==> src/design/esp_pkg.sv <==
// Package for the escape scope stream parser.
// Scope codes, stack control struct, status codes and byte constants.
// No dependencies.
package esp_pkg;

  localparam int STACK_DEPTH_DEF = 4;

  typedef enum logic [2:0] {
    SC_NONE   = 3'd0,
    SC_FILE   = 3'd1,
    SC_GROUP  = 3'd2,
    SC_RECORD = 3'd3,
    SC_UNIT   = 3'd4,
    SC_QUOTED = 3'd5
  } scope_t;

  typedef struct packed {
    logic push;
    logic pop;
  } stack_op_t;

  localparam logic [1:0] ST_SILENT = 2'd0;
  localparam logic [1:0] ST_EMIT   = 2'd1;
  localparam logic [1:0] ST_ERROR  = 2'd2;

  localparam logic [7:0] BYTE_ESC = 8'h1B;
  localparam logic [7:0] BYTE_FS  = 8'h1C;
  localparam logic [7:0] BYTE_GS  = 8'h1D;
  localparam logic [7:0] BYTE_RS  = 8'h1E;
  localparam logic [7:0] CASE_BIT = 8'h20;
  localparam logic [7:0] CHAR_F   = 8'h46;
  localparam logic [7:0] CHAR_G   = 8'h47;
  localparam logic [7:0] CHAR_R   = 8'h52;
  localparam logic [7:0] CHAR_U   = 8'h55;
  localparam logic [7:0] CHAR_Q   = 8'h51;

endpackage

==> src/design/esp_in_if.sv <==
// Input channel of the escape scope stream parser: one raw byte per transfer.
// Valid/ready handshake; no dependencies.
interface esp_in_if;
  logic       valid;
  logic       ready;
  logic [7:0] byte_in;

  modport source (output valid, output byte_in, input ready);
  modport sink   (input valid, input byte_in, output ready);
endinterface

==> src/design/esp_out_if.sv <==
// Result channel of the escape scope stream parser: one result per transfer.
// Valid/ready handshake; no dependencies.
interface esp_out_if;
  logic       valid;
  logic       ready;
  logic [1:0] status;
  logic [7:0] data_out;
  logic       well_formed;
  logic [1:0] mode_now;
  logic [2:0] open_scopes;

  modport source (output valid, output status, output data_out, output well_formed,
                  output mode_now, output open_scopes, input ready);
  modport sink   (input valid, input status, input data_out, input well_formed,
                  input mode_now, input open_scopes, output ready);
endinterface

==> src/design/esp_scope_cell.sv <==
// One entry of the scope stack, built as a shift chain with cell 0 on top.
// Push takes the code from the cell above, pop from the cell below.
// Depends on esp_pkg.
module esp_scope_cell
  import esp_pkg::*;
(
  input  logic      clk,
  input  logic      rst_n,
  input  stack_op_t op,
  input  scope_t    from_above,
  input  scope_t    from_below,
  output scope_t    code
);

  scope_t code_r;

  always_ff @(posedge clk) begin
    if (!rst_n) begin
      code_r <= SC_NONE;
    end else if (op.push) begin
      code_r <= from_above;
    end else if (op.pop) begin
      code_r <= from_below;
    end
  end

  assign code = code_r;

endmodule

==> src/design/escape_scope_stream_parser.sv <==
// Escape scope stream parser: four-mode byte parser over a chain of scope cells.
// The result appears in the output register in the cycle after the input transfer.
// Throughput: 1 byte per cycle, no output stall; mode/top-of-stack decision combinational.
// Reset (synchronous, rst_n low): data mode, empty stack, all cells none, no result pending.
// Depends on esp_pkg, esp_in_if, esp_out_if, esp_scope_cell.
module escape_scope_stream_parser
  import esp_pkg::*;
#(
  parameter int STACK_DEPTH = STACK_DEPTH_DEF
) (
  input logic clk,
  input logic rst_n,
  esp_in_if.sink    in_if,
  esp_out_if.source out_if
);

  localparam int DW = $clog2(STACK_DEPTH + 1);

  typedef enum logic [1:0] {
    MODE_DATA  = 2'd0,
    MODE_ESC   = 2'd1,
    MODE_CTRL  = 2'd2,
    MODE_QUOTE = 2'd3
  } mode_t;

  mode_t          mode_r, mode_nxt;
  logic [DW-1:0]  depth_r, depth_nxt;
  scope_t         cell_q [STACK_DEPTH];
  scope_t         push_code;
  stack_op_t      op;
  logic           in_fire;
  logic           full, empty;
  scope_t         top;
  logic [7:0]     b, b_up;
  logic [1:0]     status_nxt;
  logic [7:0]     data_nxt;
  logic           wf_nxt;
  logic           do_push, do_pop;

  logic           out_valid_r;
  logic [1:0]     status_r;
  logic [7:0]     data_r;
  logic           wf_r;
  logic [1:0]     mode_out_r;
  logic [2:0]     open_r;

  assign in_if.ready = !out_valid_r || out_if.ready;
  assign in_fire     = in_if.valid && in_if.ready;

  assign b     = in_if.byte_in;
  assign b_up  = b & ~CASE_BIT;
  assign full  = depth_r == DW'(STACK_DEPTH);
  assign empty = depth_r == '0;
  assign top   = cell_q[0];

  always_comb begin
    mode_nxt   = mode_r;
    status_nxt = ST_SILENT;
    data_nxt   = 8'h00;
    push_code  = SC_NONE;
    do_push    = 1'b0;
    do_pop     = 1'b0;
    unique case (mode_r)
      MODE_DATA: begin
        if (b == BYTE_ESC) begin
          mode_nxt = MODE_ESC;
        end else begin
          status_nxt = ST_EMIT;
          data_nxt   = b;
        end
      end
      MODE_ESC: begin
        if (b == BYTE_ESC) begin
          status_nxt = ST_EMIT;
          data_nxt   = BYTE_ESC;
          mode_nxt   = MODE_DATA;
        end else begin
          unique case (b_up)
            CHAR_F: begin
              push_code = SC_FILE;
              do_push   = 1'b1;
              mode_nxt  = MODE_CTRL;
            end
            CHAR_G: begin
              push_code = SC_GROUP;
              do_push   = 1'b1;
              mode_nxt  = MODE_CTRL;
            end
            CHAR_R: begin
              push_code = SC_RECORD;
              do_push   = 1'b1;
              mode_nxt  = MODE_CTRL;
            end
            CHAR_U: begin
              push_code = SC_UNIT;
              do_push   = 1'b1;
              mode_nxt  = MODE_CTRL;
            end
            CHAR_Q: begin
              push_code = SC_QUOTED;
              do_push   = 1'b1;
              mode_nxt  = MODE_QUOTE;
            end
            default: status_nxt = ST_ERROR;
          endcase
        end
      end
      MODE_CTRL: begin
        if (empty) begin
          mode_nxt = MODE_DATA;
        end else begin
          case (top)
            SC_UNIT:   do_pop = 1'b1;
            SC_FILE:   do_pop = (b == BYTE_FS);
            SC_GROUP:  do_pop = (b == BYTE_GS);
            SC_RECORD: do_pop = (b == BYTE_RS);
            default:   status_nxt = ST_ERROR;
          endcase
          if (do_pop && depth_r == DW'(1)) begin
            mode_nxt = MODE_DATA;
          end
        end
      end
      MODE_QUOTE: begin
        if (empty) begin
          mode_nxt = MODE_DATA;
        end else if (top == SC_QUOTED && b == BYTE_ESC) begin
          mode_nxt = MODE_ESC;
        end else begin
          status_nxt = ST_EMIT;
          data_nxt   = b;
        end
      end
      default: mode_nxt = MODE_DATA;
    endcase

    op.push   = in_fire && do_push && !full;
    op.pop    = in_fire && do_pop;
    depth_nxt = depth_r;
    if (do_push && !full) begin
      depth_nxt = depth_r + DW'(1);
    end else if (do_pop) begin
      depth_nxt = depth_r - DW'(1);
    end

    wf_nxt = !(mode_nxt == MODE_ESC || (mode_nxt == MODE_DATA && depth_nxt != '0));
  end

  for (genvar i = 0; i < STACK_DEPTH; i++) begin : g_cell
    scope_t above, below;
    if (i == 0) begin : g_top
      assign above = push_code;
    end else begin : g_mid
      assign above = cell_q[i-1];
    end
    if (i == STACK_DEPTH - 1) begin : g_bot
      assign below = SC_NONE;
    end else begin : g_low
      assign below = cell_q[i+1];
    end
    esp_scope_cell u_cell (
      .clk        (clk),
      .rst_n      (rst_n),
      .op         (op),
      .from_above (above),
      .from_below (below),
      .code       (cell_q[i])
    );
  end

  always_ff @(posedge clk) begin
    if (!rst_n) begin
      mode_r      <= MODE_DATA;
      depth_r     <= '0;
      out_valid_r <= 1'b0;
    end else begin
      if (in_fire) begin
        mode_r      <= mode_nxt;
        depth_r     <= depth_nxt;
        out_valid_r <= 1'b1;
      end else if (out_if.ready) begin
        out_valid_r <= 1'b0;
      end
    end
  end

  always_ff @(posedge clk) begin
    if (in_fire) begin
      status_r   <= status_nxt;
      data_r     <= data_nxt;
      wf_r       <= wf_nxt;
      mode_out_r <= mode_nxt;
      open_r     <= 3'(32'(depth_nxt));
    end
  end

  assign out_if.valid       = out_valid_r;
  assign out_if.status      = status_r;
  assign out_if.data_out    = data_r;
  assign out_if.well_formed = wf_r;
  assign out_if.mode_now    = mode_out_r;
  assign out_if.open_scopes = open_r;

  a_depth_bound: assert property (@(posedge clk) disable iff (!rst_n)
    depth_r <= DW'(STACK_DEPTH))
    else $error("scope depth beyond stack size");

  a_empty_top: assert property (@(posedge clk) disable iff (!rst_n)
    depth_r == '0 |-> cell_q[0] == SC_NONE)
    else $error("empty stack holds a top scope");

  a_ctrl_open: assert property (@(posedge clk) disable iff (!rst_n)
    mode_r == MODE_CTRL |-> depth_r != '0)
    else $error("control mode with no open scope");

  a_result_follows: assert property (@(posedge clk) disable iff (!rst_n)
    in_fire |=> out_valid_r)
    else $error("accepted byte produced no result");

endmodule

==> src/flat_wrapper.sv <==
// flat-port wrapper written by rule: the top's interface ports become plain ports
module escape_scope_stream_parser_flat import esp_pkg::*;
#(
  parameter int STACK_DEPTH = STACK_DEPTH_DEF
)
  (clk, rst_n, in_if_valid, in_if_byte_in, in_if_ready, out_if_valid, out_if_status, out_if_data_out, out_if_well_formed, out_if_mode_now, out_if_open_scopes, out_if_ready);
  esp_in_if in_if_i ();
  esp_out_if out_if_i ();
  input logic clk;
  input logic rst_n;
  input wire logic [$bits(in_if_i.valid)-1:0] in_if_valid;
  input wire logic [$bits(in_if_i.byte_in)-1:0] in_if_byte_in;
  output wire logic [$bits(in_if_i.ready)-1:0] in_if_ready;
  output wire logic [$bits(out_if_i.valid)-1:0] out_if_valid;
  output wire logic [$bits(out_if_i.status)-1:0] out_if_status;
  output wire logic [$bits(out_if_i.data_out)-1:0] out_if_data_out;
  output wire logic [$bits(out_if_i.well_formed)-1:0] out_if_well_formed;
  output wire logic [$bits(out_if_i.mode_now)-1:0] out_if_mode_now;
  output wire logic [$bits(out_if_i.open_scopes)-1:0] out_if_open_scopes;
  input wire logic [$bits(out_if_i.ready)-1:0] out_if_ready;
  assign in_if_i.valid = in_if_valid;
  assign in_if_i.byte_in = in_if_byte_in;
  assign in_if_ready = in_if_i.ready;
  assign out_if_valid = out_if_i.valid;
  assign out_if_status = out_if_i.status;
  assign out_if_data_out = out_if_i.data_out;
  assign out_if_well_formed = out_if_i.well_formed;
  assign out_if_mode_now = out_if_i.mode_now;
  assign out_if_open_scopes = out_if_i.open_scopes;
  assign out_if_i.ready = out_if_ready;
  escape_scope_stream_parser #(.STACK_DEPTH(STACK_DEPTH)) u_core (.clk(clk), .rst_n(rst_n), .in_if(in_if_i), .out_if(out_if_i));
endmodule
==> config.mk <==
export PLATFORM = sky130hd
export DESIGN_NAME = escape_scope_stream_parser_flat
export DESIGN_NICKNAME = d
export VERILOG_FILES = /design/src/design/esp_pkg.sv /design/src/design/esp_in_if.sv /design/src/design/esp_out_if.sv /design/src/design/esp_scope_cell.sv /design/src/design/escape_scope_stream_parser.sv /design/src/flat_wrapper.sv
export SDC_FILE = /design/constraint.sdc
export NUM_CORES = 1
export LEC_CHECK = 0
export BUFFER_PORTS_ARGS = -buffer_cell sky130_fd_sc_hd__buf_4
export CELL_PAD_IN_SITES_DETAIL_PLACEMENT = 0
export CELL_PAD_IN_SITES_GLOBAL_PLACEMENT = 1
export CORE_UTILIZATION = 46
export DETAILED_ROUTE_END_ITERATION = 10
export PLACE_DENSITY_LB_ADDON = 0.15
export SYNTH_ARGS = -nofsm -noshare
export SYNTH_HDL_FRONTEND = slang
export SYNTH_SLANG_ARGS = --single-unit
==> constraint.sdc <==
create_clock -name clk -period 3 [get_ports clk]
set_input_delay 0.6 -clock clk [delete_from_list [all_inputs] [get_ports clk]]
set_output_delay 0.6 -clock clk [all_outputs]
set_load 0.1 [all_outputs]
==> metrics.cfg, run 1 <==
[timing]
finClkSkew_ns=0.004768
rsz0062_at_grt=false
worstMarginPinSlew_ns=0.9698
fmax_ghz=0.4346
setup_viol_count_final=0
fin_crit_sh_pct=76.70
fin_crit_ns=2.301
slew_viol_final=0
setup_tns_ns=0
hold_viol=0
slew-limit-headroom_pct=35.28

[worst_setup_path]
rr_endpoint=u_core.out_if.well_formed
critical_path_class=input pin to flip-flop
reg2reg_depth=8
ff2ff_setup_slack_ns=0.70
start_kind=input pin
critPathLaunch=in_if_byte_in[3]
cp_max_fo=15
critPathCaptureType=flip-flop
cp.required_ns=3.09
r2r-start=u_core.depth_r[0]
endpoint=u_core.out_if.well_formed
worstPathArrival_ns=2.39

[logic_synthesis]
seq_area_frac_synth_pct=46.41
avgSynthCellArea_um2=9.637
ys.flop_type=dfxtp_1
netlist.area_leader.share_pct=26.52
synth.distinct_cells=50
async_reset_ff_share_pct=0
yosys-top-cells-area=edfxtp_1 27%, dfxtp_1 20%, a21oi_1 5.5%, o21ai_0 4.1%, ha_1 2.8%
synth_area_um2=1812
synth_cells=188
synth_top_area_cell=edfxtp_1
synth_edf_count=16
synth_fp_nets=204
synth_seq_cells=34
yosys_warnings=0
synth_common_cells=20 x a21oi_1, 18 x dfxtp_1, 16 x edfxtp_1, 15 x o21ai_0, 13 x nor2_1
yosysMostFrequentCell=a21oi_1

[power_and_ir_drop]
cellPowerDensity_nw_per_um2=517.3
vdd_drop_max_mv=0.2444
cellLeakagePower_nw=0.8460

[worst_hold_path]
hold_class=flip-flop to flip-flop

[route]
vias=1501
wire_per_inst_um=14.65
ant_nets=0
drt_first_pass_iters=4
drt_iter0_markers=87
viasPerCell=5.729
drcViolationCount=0
routed_wl_um=3837

[clocking]
cts.clk_slew.worst_paths_ns=0.07
clk_latency_ns=0.28
post-cts-setup-buffers=0
htreeDepth=2
cts_buffers=5
clock_sinks=34
cts_tree=done
root_buffer=clkbuf_8
max-clock-path-buffers=2
postCtsHoldBufs=0
cts_resized=0

[final_layout]
drive_above_1_share_pct=21.50
fill_cells=332
antennaDiodeCount=0
syn_to_final_growth_pct=17.68
layout.nets=229
final_util_pct=57.37

[floorplanning]
core_area_um2=3716
start_util_pct=48.75
io_pins=30
die_area_um2=4193
fp.dieH_um=64.76
dieWidth_um=64.76
fp-row-count=22

[grt]
grt_pass1_wl_um=6513
grt_pass1_vias=1521
grt_max_degree=29
globalRouteTotalUtil_pct=20.64
grt_overflow=0
antenna_found_initial=0

[placed_design]
io_buffers=29
gp_congestion=0.9221
detailed_place_hpwl_um=2804

[status]
status=completed

[job]
drv_cap=0

-- layout make-up --
type | instances | area, um^2 | area share [%]
Multi-Input combinational cell | 131 | 877.1 | 41.14
Sequential cell | 34 | 840.8 | 39.44
Timing Repair Buffer | 29 | 217.7 | 10.21
Clock buffer | 7 | 86.33 | 4.049
Tap cell | 48 | 60.06 | 2.817
Inverter | 12 | 45.04 | 2.113
Clock inverter | 1 | 5.005 | 0.2347
-- kinds of logic after synthesis --
kind of cell	synth area share, %
compound gates	26.38
simple gates	16.71
flops	46.41
buf+inv	5.318
xor+xnor	2.417
fa+ha+maj	2.763
-- power by group --
| part | total, mW | internal, mW | switching (mW) | leakage, nW |
|---|---|---|---|---|
| clock | 0.337 | 0.185 | 0.152 | 0.0482 |
| sequential | 0.521 | 0.511 | 0.0100 | 0.304 |
| combinational | 0.245 | 0.0569 | 0.188 | 0.494 |
| total | 1.10 | 0.753 | 0.350 | 0.846 |
-- cells in the final DEF (no fill, tap or decap), types with 2 or more instances in the layout --
cell type	count
buf_4	29
o22ai_1	7
ha_1	4
nand2_1	9
nor2_1	13
nand3_1	2
a21oi_1	20
nand2_2	2
inv_1	12
a31oi_1	4
dfxtp_1	18
clkbuf_8	6
nand3b_1	2
nor3b_1	2
and3b_1	2
xnor2_1	5
nor4b_1	2
edfxtp_1	16
nor2b_1	6
o21ai_0	15
o32ai_1	2
a22oi_1	3
a211oi_1	2
a21o_1	2
-- critical path, stage by stage --
cell,delay (ns)
buf_4,0.12
or3b_1,0.51
a211oi_4,0.33
nand2_2,0.27
nand2_2,0.15
xnor2_1,0.10
o41ai_2,0.33
-- how the worst min path moves through the flow --
stage / start / end / slack (ns) / cells after the start
after floorplan: u_core.g_cell[3].u_cell.code[0] / u_core.g_cell[3].u_cell.code[0] / 0.48 / 2
after global placement: u_core.out_if.valid / u_core.out_if.valid / 0.49 / 2
after detailed placement: u_core.out_if.valid / u_core.out_if.valid / 0.51 / 2
after CTS: u_core.out_if.valid / u_core.out_if.valid / 0.52 / 2
after global routing: u_core.out_if.valid / u_core.out_if.valid / 0.57 / 2
final: u_core.out_if.valid / u_core.out_if.valid / 0.52 / 2
-- metal layers --
layer | track usage (%) | part of all wire [%] | wire, um | up-vias
met4 | 12.22 | 2.5 | 95 | 0
li1 | - | - | - | 750
met3 | 5.986 | 4.0 | 154 | 12
met5 | 0 | 0 | 0 | -
met1 | 22.62 | 45 | 1710 | 696
met2 | 35.03 | 49 | 1876 | 43
-- flip-flops by register name, indices dropped and copies added, names as in the netlist --
signal,flops
u_core.g_cell.u_cell.code,12
u_core.mode_r,2
u_core.out_if.data_out,8
u_core.out_if.mode_now,2
u_core.out_if.well_formed,1
u_core.out_if.status,2
u_core.depth_r,3
u_core.out_if.open_scopes,3
u_core.out_if.valid,1
-- through the flow --
stage	setup WS [ns]	cells	cell area, um^2	hold slack, ns	power, mW
floorplan	0.1543	188	1814	0.4787	0.7239
global placement	0.5216	254	2041	0.4921	0.7735
detailed placement	0.4451	254	2041	0.5072	0.7755
CTS	0.7178	262	2132	0.5228	1.114
global route	0.5261	262	2132	0.5713	1.150
finish	0.6991	262	2132	0.5171	1.103
(Power assumes the default switching activity.)
==> inputs of run 2 (changes only) <==
--- a/config.mk
+++ b/config.mk
@@ -8,7 +8,7 @@
 export BUFFER_PORTS_ARGS = -buffer_cell sky130_fd_sc_hd__buf_4
 export CELL_PAD_IN_SITES_DETAIL_PLACEMENT = 0
 export CELL_PAD_IN_SITES_GLOBAL_PLACEMENT = 1
-export CORE_UTILIZATION = 46
+export CORE_UTILIZATION = 42
 export DETAILED_ROUTE_END_ITERATION = 10
 export PLACE_DENSITY_LB_ADDON = 0.15
 export SYNTH_ARGS = -nofsm -noshare
==> constraint.sdc (replaced) <==
create_clock -name clk -period 2.24 [get_ports clk]
set_input_delay 0.448 -clock clk [delete_from_list [all_inputs] [get_ports clk]]
set_output_delay 0.448 -clock clk [all_outputs]
set_load 0.1 [all_outputs]
==> run 2 against run 1 <==
Net effect:
- sequential share of layout area shrank 2.0 points
- first-iteration DRC count is 3.4% higher
- power grew 35%
- clock-buffer cell count decreased by 1
- largest power group unchanged
- cell count grew 4.6%
- setup slack worse by 0.58 ns
- sequential cell count unchanged
- combinational power rose by 38%
- core utilization down 2.0 points
==> metrics.cfg, run 2 (synthesized netlist as in run 1, its figures left out) <==
[grt]
grt_pass1_vias=1419  ; -6.7%
grt_pass1_wl_um=6375  ; -2.1%
grt_max_degree=20  ; -31%
antenna_found_initial=0  ; unchanged
globalRouteTotalUtil_pct=19.38  ; -1.3 points
grt_overflow=0  ; unchanged

[timing]
fin_crit_ns=2.120
hold_viol=0  ; unchanged
worstMarginPinSlew_ns=0.5361  ; -0.4337 ns
fin_crit_sh_pct=94.63
hold_ws_ns=0.4020  ; -0.1151 ns
setup_viol_count_final=0  ; unchanged
rsz0062_at_grt=false
setup_tns_ns=0  ; unchanged
slew_viol_final=0  ; unchanged
finClkSkew_ns=0.004133  ; -0.0006353 ns
slew-limit-headroom_pct=64.26  ; +29 points
fmax_ghz=0.4718

[placed_design]
detailed_place_hpwl_um=2922  ; +4.2%
gp_congestion=0.8376  ; -9.2%
io_buffers=29  ; unchanged

[clocking]
htreeDepth=2  ; unchanged
max-clock-path-buffers=2  ; unchanged
cts_tree=done
clock_sinks=34  ; unchanged
clk_latency_ns=0.29  ; about the same
root_buffer=clkbuf_8
cts_buffers=5  ; unchanged
cts.clk_slew.worst_paths_ns=0.07  ; about the same
postCtsHoldBufs=0  ; unchanged

[route]
drt_first_pass_iters=4  ; unchanged
routed_wl_um=3921  ; +2.2%
drcViolationCount=0  ; unchanged
viasPerCell=5.569  ; -2.8%
vias=1526  ; +1.7%
wire_per_inst_um=14.31  ; -2.3%
ant_nets=0  ; unchanged
drt_iter0_markers=90  ; +3.4%

[worst_setup_path]
ff2ff_setup_slack_ns=0.12  ; -0.58 ns
cp_max_fo=5  ; -10
critical_path_class=flip-flop to flip-flop
worstPathArrival_ns=2.15  ; -0.24 ns
cp.required_ns=2.27  ; -0.82 ns
start_kind=flip-flop
reg2reg_depth=7  ; -1
critPathCaptureType=flip-flop

[floorplanning]
die_area_um2=4581  ; +9.2%
core_area_um2=4058  ; +9.2%
fp.dieH_um=67.68  ; +4.5%
fp-row-count=23  ; +4.5%
io_pins=30  ; unchanged
start_util_pct=44.65  ; -4.1 points
dieWidth_um=67.68  ; +4.5%

[power_and_ir_drop]
cellLeakagePower_nw=0.9182  ; +8.5%
vdd_drop_max_mv=0.3070  ; +26%
cellPowerDensity_nw_per_um2=664.6  ; +28%

[final_layout]
final_cell_mix=38 x buf_4, 20 x a21oi_1, 17 x dfxtp_1
final_util_pct=55.38  ; -2.0 points
fill_cells=366  ; +10%
final_common_cell=buf_4
largest_register_ffs=12  ; unchanged
layout.nets=239  ; +4.4%
antennaDiodeCount=0  ; unchanged
syn_to_final_growth_pct=24.03
drive_above_1_share_pct=25.00  ; +3.5 points

[status]
status=completed

[job]
drv_cap=0  ; unchanged

[worst_hold_path]
hold_class=input pin to flip-flop
hold_depth=3  ; +1

[run 2: cell types whose count changed in the layout (fill, tap and decap cells not counted), sizes merged]
cell	previous run	this run
buf	29	39
clkbuf	7	6
clkinv	1	2
[run 2: routing by layer]
metal	share of wire [%]	wire, um	track usage (%)
met5	0	0	0
met4	1.8	70	10.11
met3	3.2	127	5.236
met2	51	2002	34.78
met1	44	1721	20.37
[run 2: area by class of cell]
type	count	area [um^2]	area share (%)
multi-input combinational	131	902.1	40.14
sequential	34	842.1	37.47
timing repair buffer	39	305.3	13.59
clock buffer	6	82.58	3.675
tap	50	62.56	2.784
inverter	12	45.04	2.004
clock inverter	2	7.507	0.3341
[run 2: per-stage QoR]
| step | instance area, um^2 | total power [mW] | std cells | setup slack [ns] |
|---|---|---|---|---|
| 5_1_grt | 2247 | 1.549 | 274 | 0.002041 |
| 4_1_cts | 2220 | 1.505 | 273 | 0.1307 |
| 3_5_place_dp | 2130 | 1.051 | 265 | 0.009808 |
| 3_3_place_gp | 2130 | 1.048 | 265 | 0.04941 |
| 6_report | 2247 | 1.494 | 274 | 0.1203 |
| 2_1_floorplan | 1822 | 0.9710 | 188 | 0.1818 |
[run 2: final timing paths]
check / start / to
setup / recovery: u_core.depth_r[0] / u_core.out_if.well_formed
hold / removal: in_if_valid / u_core.out_if.valid
setup reg to reg: u_core.depth_r[0] / u_core.out_if.well_formed
hold reg to reg: u_core.out_if.valid / u_core.out_if.valid
[run 2: worst max-delay path: stages (launching register included)]
cell	delay, ns
dfxtp_1	0.35
inv_1	0.12
ha_1	0.24
inv_1	0.08
o211ai_1	0.36
and3b_1	0.26
a221oi_4	0.34
o41ai_2	0.11
[run 2: timing repair]
item / CTS / global route
setup buffers: 0 / 1
endpoints found under the setup margin: 0 / 2
gates resized for setup: 0 / 2
[run 2: where the power goes]
group	internal [mW]	switching, mW
clock network	0.242	0.216
registers	0.684	0.0134
logic	0.0850	0.254
==> inputs of run 3 (changes only) <==
--- a/config.mk
+++ b/config.mk
@@ -5,12 +5,15 @@
 export SDC_FILE = /design/constraint.sdc
 export NUM_CORES = 1
 export LEC_CHECK = 0
+export ABC_CLOCK_PERIOD_IN_PS = 2240
 export BUFFER_PORTS_ARGS = -buffer_cell sky130_fd_sc_hd__buf_4
 export CELL_PAD_IN_SITES_DETAIL_PLACEMENT = 0
 export CELL_PAD_IN_SITES_GLOBAL_PLACEMENT = 1
 export CORE_UTILIZATION = 42
 export DETAILED_ROUTE_END_ITERATION = 10
+export MAX_ROUTING_LAYER = met4
 export PLACE_DENSITY_LB_ADDON = 0.15
+export REMOVE_ABC_BUFFERS = 1
 export SYNTH_ARGS = -nofsm -noshare
 export SYNTH_HDL_FRONTEND = slang
 export SYNTH_SLANG_ARGS = --single-unit
==> run 3 against run 2 <==
Net effect:
- register-to-register slack better by 0.05 ns
- wire length up 6.3%
- power up 0.69%
- critical path depth up 1
- maximum frequency up 2.5%
==> metrics.cfg, run 3 (synthesized netlist as in run 1, its figures left out) <==
[status]
status=completed

[power_and_ir_drop]
cellLeakagePower_nw=0.9148  ; -0.37%
cellPowerDensity_nw_per_um2=672.2  ; +1.1%
finalPower_mw=1.504  ; +0.69%
vdd_drop_max_mv=0.3730  ; +22%

[timing]
slew_viol_final=0  ; unchanged
setup_ws_ns=0.1716  ; +0.05123 ns
fin_crit_sh_pct=92.34  ; -2.3 points
hold_viol=0  ; unchanged
fmax_ghz=0.4835  ; +2.5%
slew-limit-headroom_pct=74.04  ; +9.8 points
fin_crit_ns=2.068  ; -0.05123 ns
worstMarginPinSlew_ns=0.3885  ; -0.1476 ns
setup_viol_count_final=0  ; unchanged
rsz0062_at_grt=false
finClkSkew_ns=0.002539  ; -0.001594 ns

[worst_hold_path]
hold_end=u_core.out_if.valid
hp-start=in_if_valid
hold_class=input pin to flip-flop
hold_depth=3  ; unchanged

[final_layout]
final_cell_mix=40 x buf_4, 20 x a21oi_1, 18 x dfxtp_1
layout.nets=240  ; +0.42%
fill_cells=366  ; unchanged
largest_register_ffs=12  ; unchanged
final_common_cell=buf_4
syn_to_final_growth_pct=23.48
drive_above_1_share_pct=25.78  ; +0.78 points
antennaDiodeCount=0  ; unchanged

[grt]
grt_pass1_vias=1532  ; +8.0%
antenna_found_initial=0  ; unchanged
globalRouteTotalUtil_pct=21.27  ; +1.9 points
grt_pass1_wl_um=6927  ; +8.7%
grt_max_degree=20  ; unchanged
grt_overflow=0  ; unchanged

[worst_setup_path]
path_cells=inv_2, ha_2, inv_1, o211ai_1, nand3b_4, o21ai_0, a31o_2, o41ai_2
worstPathArrival_ns=2.16  ; about the same
ff2ff_setup_slack_ns=0.17  ; +0.05 ns
start_kind=flip-flop
r2r-start=u_core.depth_r[0]
critical_path_class=flip-flop to flip-flop
reg2reg_depth=8  ; +1
critPathCaptureType=flip-flop
slowest_delay_ns=0.36  ; about the same
cp.required_ns=2.34  ; +0.07 ns
cp_max_fo=5  ; unchanged
critPathLaunch=u_core.depth_r[0]
cp_slowest_cell=dfxtp_1
rr_endpoint=u_core.out_if.well_formed

[floorplanning]
core_area_um2=4058  ; unchanged
fp-row-count=23  ; unchanged
io_pins=30  ; unchanged
fp.dieH_um=67.68  ; unchanged
dieWidth_um=67.68  ; unchanged
die_area_um2=4581  ; unchanged
start_util_pct=44.65  ; unchanged

[route]
drt_iter0_markers=66  ; -27%
vias=1554  ; +1.8%
ant_nets=0  ; unchanged
viasPerCell=5.651  ; +1.5%
routed_wl_um=4169  ; +6.3%
drt_first_pass_iters=4  ; unchanged
drcViolationCount=0  ; unchanged
wire_per_inst_um=15.16  ; +5.9%

[clocking]
max-clock-path-buffers=2  ; unchanged
postCtsHoldBufs=0  ; unchanged
cts_tree=done
htreeDepth=2  ; unchanged
cts_buffers=5  ; unchanged
clock_sinks=34  ; unchanged
root_buffer=clkbuf_8
clk_latency_ns=0.29  ; about the same
cts.clk_slew.worst_paths_ns=0.07  ; about the same

[placed_design]
detailed_place_hpwl_um=3074  ; +5.2%
place_ws_ns=0.01603  ; +0.006218 ns
gp_congestion=0.8924  ; +6.5%
io_buffers=29  ; unchanged

[job]
drv_cap=0  ; unchanged

-- run 3: worst max path at each step --
stage,depth (start not counted),to
after floorplan,5,u_core.mode_r[1]
after global placement,6,u_core.out_if.well_formed
after detailed placement,6,u_core.out_if.well_formed
after CTS,9,u_core.g_cell[3].u_cell.code[0]
after global routing,8,u_core.out_if.well_formed
final,8,u_core.out_if.well_formed
-- run 3: final cells by class --
class / instances / area, um^2 / share of cell area, %
Clock buffer: 7 / 86.33 / 3.859
Sequential cell: 34 / 840.8 / 37.58
Multi-Input combinational cell: 131 / 897.1 / 40.10
Clock inverter: 1 / 5.005 / 0.2237
Timing Repair Buffer: 40 / 300.3 / 13.42
Inverter: 12 / 45.04 / 2.013
Tap cell: 50 / 62.56 / 2.796
-- run 3: critical path, delay by kind of cell, from the launching register on --
kind	cells	cell delay, ns
fa+ha+maj	1	0.21
flops	1	0.36
simple gates	1	0.24
buf+inv	2	0.16
compound gates	4	0.90
-- run 3: per-stage QoR --
| step | TNS, ns | hold WS (ns) | std cells | util, % | cell area [um^2] |
|---|---|---|---|---|---|
| floorplan | -24.67 | 0.4787 | 177 | - | 1760 |
| global placement | 0 | 0.4948 | 266 | 52.14 | 2116 |
| detailed placement | 0 | 0.5139 | 266 | 52.14 | 2116 |
| CTS | 0 | 0.3965 | 274 | 54.39 | 2207 |
| global route | 0 | 0.4548 | 275 | 55.13 | 2237 |
| finish | 0 | 0.4090 | 275 | 55.13 | 2237 |
-- run 3: per-layer routing --
layer | track usage [%] | vias to the layer above | routed length (um) | part of all wire [%]
met4 | 9.309 | 0 | 86 | 2.1
met1 | 22.49 | 732 | 1779 | 43
met3 | 4.561 | 12 | 195 | 4.7
li1 | - | 768 | - | -
met5 | - | - | 0 | 0
met2 | 37.62 | 42 | 2108 | 51
-- run 3: timing repair --
action / in CTS / in global routing
endpoints found under the hold margin: 0 / 0
setup endpoints to repair: 0 / 6
buffers inserted: 0 / 1
gates resized for setup: 0 / 4
-- run 3: where the power goes --
group / leakage [nW] / total, mW / internal (mW) / switching (mW)
combinational: 0.563 / 0.337 / 0.0817 / 0.255
sequential: 0.304 / 0.697 / 0.683 / 0.0133
clock: 0.0482 / 0.470 / 0.248 / 0.222
total: 0.915 / 1.50 / 1.01 / 0.491
